--- config.mk ---
export PLATFORM = sky130hd
export DESIGN_NAME = apwb_ctrl
export DESIGN_NICKNAME = d
export VERILOG_FILES = /design/src/rtl/apwb_pkg.sv /design/src/rtl/apwb_ctrl.sv
export VERILOG_INCLUDE_DIRS = /design/src /design/src/rtl
export SDC_FILE = /design/constraint.sdc
export NUM_CORES = 1
export LEC_CHECK = 0
export ABC_AREA = 1
export ABC_CLOCK_PERIOD_IN_PS = 1300
export BUFFER_PORTS_ARGS = -buffer_cell sky130_fd_sc_hd__buf_2
export CORE_AREA = 2 2 39 41
export DETAILED_ROUTE_END_ITERATION = 10
export DIE_AREA = 0 0 41 43
export PLACE_DENSITY_LB_ADDON = 0.12
export RECOVER_POWER = 50
export SYNTH_ARGS = -nofsm -noshare
export SYNTH_HDL_FRONTEND = slang
export SYNTH_SLANG_ARGS = --single-unit
--- constraint.sdc ---
create_clock -name clk -period 1.3 [get_ports clk]
set_input_delay 0.26 -clock clk [delete_from_list [all_inputs] [get_ports clk]]
set_output_delay 0.26 -clock clk [all_outputs]
set_load 0.01 [all_outputs]
--- src/rtl/assert_macros.svh ---
// Assertion macros shared by the pixel engine modules.
// No dependencies; ASSERT_OFF removes all checks.
`ifndef ASSERT_MACROS_SVH
`define ASSERT_MACROS_SVH
`ifndef ASSERT_OFF
`define ASSERT_IMP(lbl, clk, rst, a, c, msg) \
  lbl: assert property (@(posedge clk) disable iff (rst) (a) |-> (c)) else $error(msg);
`define ASSERT_NXT(lbl, clk, rst, a, c, msg) \
  lbl: assert property (@(posedge clk) disable iff (rst) (a) |=> (c)) else $error(msg);
`else
`define ASSERT_IMP(lbl, clk, rst, a, c, msg)
`define ASSERT_NXT(lbl, clk, rst, a, c, msg)
`endif
`endif

--- src/rtl/apwb_pkg.sv ---
// Types, constants and helpers for the ARGB pixel write/blend engine.
// No dependencies.
package apwb_pkg;
  localparam int MAX_WIDTH  = 256;
  localparam int MAX_HEIGHT = 256;
  localparam int XW = $clog2(MAX_WIDTH);
  localparam int YW = $clog2(MAX_HEIGHT);
  localparam int AW = XW + YW;
  localparam int DEPTH = MAX_WIDTH * MAX_HEIGHT;

  localparam logic [1:0] OP_READ  = 2'd0;
  localparam logic [1:0] OP_WRITE = 2'd1;
  localparam logic [1:0] OP_CLIP  = 2'd2;
  localparam logic [1:0] OP_NOP   = 2'd3;

  localparam logic [2:0] REG_WIDTH  = 3'd0;
  localparam logic [2:0] REG_HEIGHT = 3'd1;
  localparam logic [2:0] REG_DEPTH  = 3'd2;
  localparam logic [2:0] REG_ALPHA  = 3'd3;
  localparam logic [2:0] REG_CLIP_L = 3'd4;
  localparam logic [2:0] REG_CLIP_T = 3'd5;
  localparam logic [2:0] REG_CLIP_R = 3'd6;
  localparam logic [2:0] REG_CLIP_B = 3'd7;

  typedef struct packed {
    logic [1:0]         opcode;
    logic signed [15:0] pixel_x;
    logic signed [15:0] pixel_y;
    logic [31:0]        pixel_color;
  } req_t;

  typedef struct packed {
    logic [31:0] read_value;
    logic        out_of_range;
    logic [1:0]  modified_level;
    logic        clean_flag;
    logic        no_colorkey_flag;
  } rsp_t;

  typedef struct packed {
    logic [8:0]         image_width;
    logic [8:0]         image_height;
    logic               depth_mode;
    logic [7:0]         draw_alpha;
    logic signed [15:0] clip_left;
    logic signed [15:0] clip_top;
    logic signed [15:0] clip_right;
    logic signed [15:0] clip_bottom;
  } cfg_t;

  typedef enum logic [2:0] {
    ST_CLEAR, ST_IDLE, ST_FETCH, ST_SCALE, ST_MIX, ST_DONE
  } state_t;

  // controller -> datapath
  typedef struct packed {
    logic clr_we;
    logic load;
    logic rd_issue;
    logic scale;
    logic mix;
    logic commit;
  } cmd_t;

  // datapath -> controller
  typedef struct packed {
    logic clr_last;
    logic is_write;
    logic raw;
  } sts_t;

  // exact a*b/255 for a,b <= 255: p/255 = (p + (p>>8) + 1) >> 8
  function automatic logic [7:0] div255(input logic [15:0] p);
    logic [16:0] s;
    s = {1'b0, p} + {9'd0, p[15:8]} + 17'd1;
    return s[15:8];
  endfunction
endpackage

--- src/rtl/apwb_ctrl.sv ---
// Controller of the pixel engine: clear sweep, then one item at a time.
// Depends on apwb_pkg and assert_macros.svh.
`include "assert_macros.svh"
module apwb_ctrl (
  input  logic          clk,
  input  logic          rst,
  input  logic          start,
  input  apwb_pkg::sts_t sts,
  output apwb_pkg::cmd_t cmd,
  output logic          busy,
  output logic          done
);
  import apwb_pkg::*;

  state_t state, state_next;

  always_ff @(posedge clk) begin
    if (rst) state <= ST_CLEAR;
    else     state <= state_next;
  end

  always_comb begin
    state_next = state;
    cmd = '0;
    busy = 1'b1;
    done = 1'b0;
    case (state)
      ST_CLEAR: begin
        cmd.clr_we = 1'b1;
        if (sts.clr_last) state_next = ST_IDLE;
      end
      ST_IDLE: begin
        busy = 1'b0;
        if (start) begin
          cmd.load = 1'b1;
          state_next = ST_FETCH;
        end
      end
      ST_FETCH: begin
        cmd.rd_issue = 1'b1;
        state_next = (sts.is_write && !sts.raw) ? ST_SCALE : ST_DONE;
      end
      ST_SCALE: begin
        cmd.scale = 1'b1;
        state_next = ST_MIX;
      end
      ST_MIX: begin
        cmd.mix = 1'b1;
        state_next = ST_DONE;
      end
      ST_DONE: begin
        cmd.commit = 1'b1;
        done = 1'b1;
        state_next = ST_IDLE;
      end
      default: state_next = ST_IDLE;
    endcase
  end

  `ASSERT_NXT(a_done_one, clk, rst, done, !done, "done held two cycles")
  `ASSERT_NXT(a_load_fetch, clk, rst, cmd.load, state == ST_FETCH, "load not followed by fetch")
  `ASSERT_IMP(a_busy_clear, clk, rst, state == ST_CLEAR, busy, "idle during clear")
endmodule

==> qor.txt <==
Port bufs: 13
Ys Warns: 0
First-pass GRT wire length: 869 um
Layout Skew: 0.002152 ns
Area leader, netlist: dfxtp_1
Avg Cell Area, Syn: 5.795 sq um
Layout Nets: 61
Gpl congestion: 0.6656
Largest family of logic cells by synthesized area: simple AND/OR/NAND/NOR gates
Distinct cell type count after synthesis: 12
Flops & latches, synth: 3
I/O pins: 14
Number of global-route vias before repair: 223
Hold buffer count at cts: 0
Crit Path Class: register to output pin
Top cells by area, synth: dfxtp_1, inv_1, nor2_1
Maximum buffer depth of the clock tree: 2
Post-DP Area: 297.8 sq um
Post-Syn Instances: 38
Max-cap violations: 0
Hold Vio Cnt, Final: 0
Chip Height: 43 um
Vias: 259
Fin. max-slew vios: 0
Worst R2R Path Depth: 5
Outcome: finished clean
Global Route Usage Sum: 7.823%
CP Data Required Time: 1.04 ns
Relative slew slack: 88.96%
Area delta synth->final: 56.82%
Clock root buffer: clkbuf_4
CTS H-Tree Depth: 1
Simple-gate share of the synthesized area: 48.30%
Top cell type's share of synthesized area: 27.27%
Min setup slack post-route: 0.03624 ns
Post-synthesis sequential area ratio: 27.27%
Layout cells sized above 1: 50.00%
Drt pass-1 iters: 1
GRT overflow: 0
Leak: 0.2181 nW
Post-Synth Adder-Cell Area: 0%
Final WL: 505 um
Synth Area in Compound Gates: 2.273%
Hold Path Class: input pin to register
Final worst path period need: 1.264 ns
Clk Latency, worst-skew pair: 0.23 ns
Peak supply drop: 0.4246 mV
Biggest regs: state x3
Hpwl dp: 418.9 um
Filler instances: 158
Post-DR wirelength/cell: 7.214 um
Initial antenna violation count: 0
Die Width: 41 um
Final setup vio count: 0
Max reg flops: 3
Drt drc: 0
Biggest register: state
Iteration-0 DRC Markers: 0
Vias per std cell: 3.700
Post-CTS Setup Bufs: 0
Die area: 1763 sq um
Critical Path End Type: output pin
Largest net degree at the start of global routing: 7
Inserted Clock Buffers: 3
Tot Pwr: 499.5 uW
Startpoint types: register
Worst Path Max Fanout: 4
Number of inserted diodes: 0
XOR/XNOR Fraction of Synth Area: 0%
CTS tree: done
Mapped Area: 220.2 sq um
DRT antenna net count: 0
Final Core Density: 24.95%
Initial Util: 15.91%
CTS clock-pin slew for the worst setup and hold paths: 0.04 ns
Synthesized Nets: 44
Achievable Freq: 791.3 MHz
Hold Path Depth: 2
Cell area after layout: 345.3 sq um
Crit share post-route: 97.21%
Mux share of post-synthesis cell area: 0%
Place WS: 0.1569 ns
Core area: 1384 sq um
Worst Tran Pin Value: 0.1644 ns
Row Count: 14
PwrDens: 1446 nW/um^2
RSZ-0062 raised after global routing: true
Clk sink count: 3
Worst EP arrival: 1.00 ns
==> worst paths after layout <==
check	end	slack, ns	from
max	cmd[4]	0.04	state[0]
min	state[2]	0.19	rst
max reg2reg	state[2]	0.44	state[2]
min reg2reg	state[0]	0.58	state[2]
==> worst max-delay path, cell delays in order, from the launching register on <==
cell     delay, ns
dfxtp_4       0.36
inv_4         0.05
nor2_4        0.10
nand2_2       0.07
nor2_2        0.07
buf_2         0.13
==> Yosys cell counts (all sizes together) <==
| cell type | count |
|---|---|
| nand3 | 5 |
| nand2 | 6 |
| a21oi | 1 |
| dfxtp | 3 |
| nor2 | 9 |
| nor3 | 2 |
| buf | 1 |
| inv | 11 |
==> layout make-up <==
type	instances	area, sq um	area share (%)
clock buffers	4	26.28	7.609
inverters	11	43.79	12.68
multi-input cells	23	121.4	35.14
flip-flops and latches	3	68.82	19.93
well taps	16	20.02	5.797
repair buffers	13	65.06	18.84
==> per-layer routing <==
layer	GRT usage [%]	vias up	share of wire, %
met5	0	-	0
met4	4.000	0	0
met3	6.283	0	6.5
met2	10.63	7	51
met1	8.333	109	42
li1	-	143	-
==> report_power, final <==
part | total (mW) | switching (mW) | internal [mW]
clock network | 0.160 | 0.0456 | 0.115
registers | 0.146 | 0.0295 | 0.117
logic | 0.193 | 0.115 | 0.0779
==> what timing repair did <==
item / 4_1_cts / 5_1_grt
endpoints found under the hold margin: 0 / 0
pin swaps: 0 / 2
gates resized for setup: 3 / 6
endpoints found under the setup margin: 3 / 6
==> cells in the final DEF (no fill, tap or decap) <==
cell type	instances
clkbuf_4	3
buf_2	13
nor2_1	6
nand2_1	5
nand3_2	1
nand3_1	4
inv_4	1
nor3_2	1
clkbuf_1	1
inv_1	9
dfxtp_2	1
nor2_4	1
a21oi_1	1
nor2_2	2
inv_2	1
nand2_2	1
dfxtp_4	2
nor3_1	1
==> cell families (layout without fill, tap and decap cells) <==
family                 count (synthesis)  count (layout)
buffers and inverters                 12              28
AOI/OAI and AO/OA                      1               1
and+or+nand+nor                       22              22
DFF                                    3               3
==> per-stage QoR <==
| step | setup TNS (ns) | cells | hold slack (ns) |
|---|---|---|---|
| 2_1_floorplan | 0 | 38 | 0.3324 |
| 3_3_place_gp | 0 | 66 | 0.4444 |
| 3_5_place_dp | 0 | 66 | 0.4391 |
| 4_1_cts | 0 | 70 | 0.1828 |
| 5_1_grt | -0.1051 | 70 | 0.1828 |
| 6_report | 0 | 70 | 0.1903 |
Power figures use the tool's default switching activity.
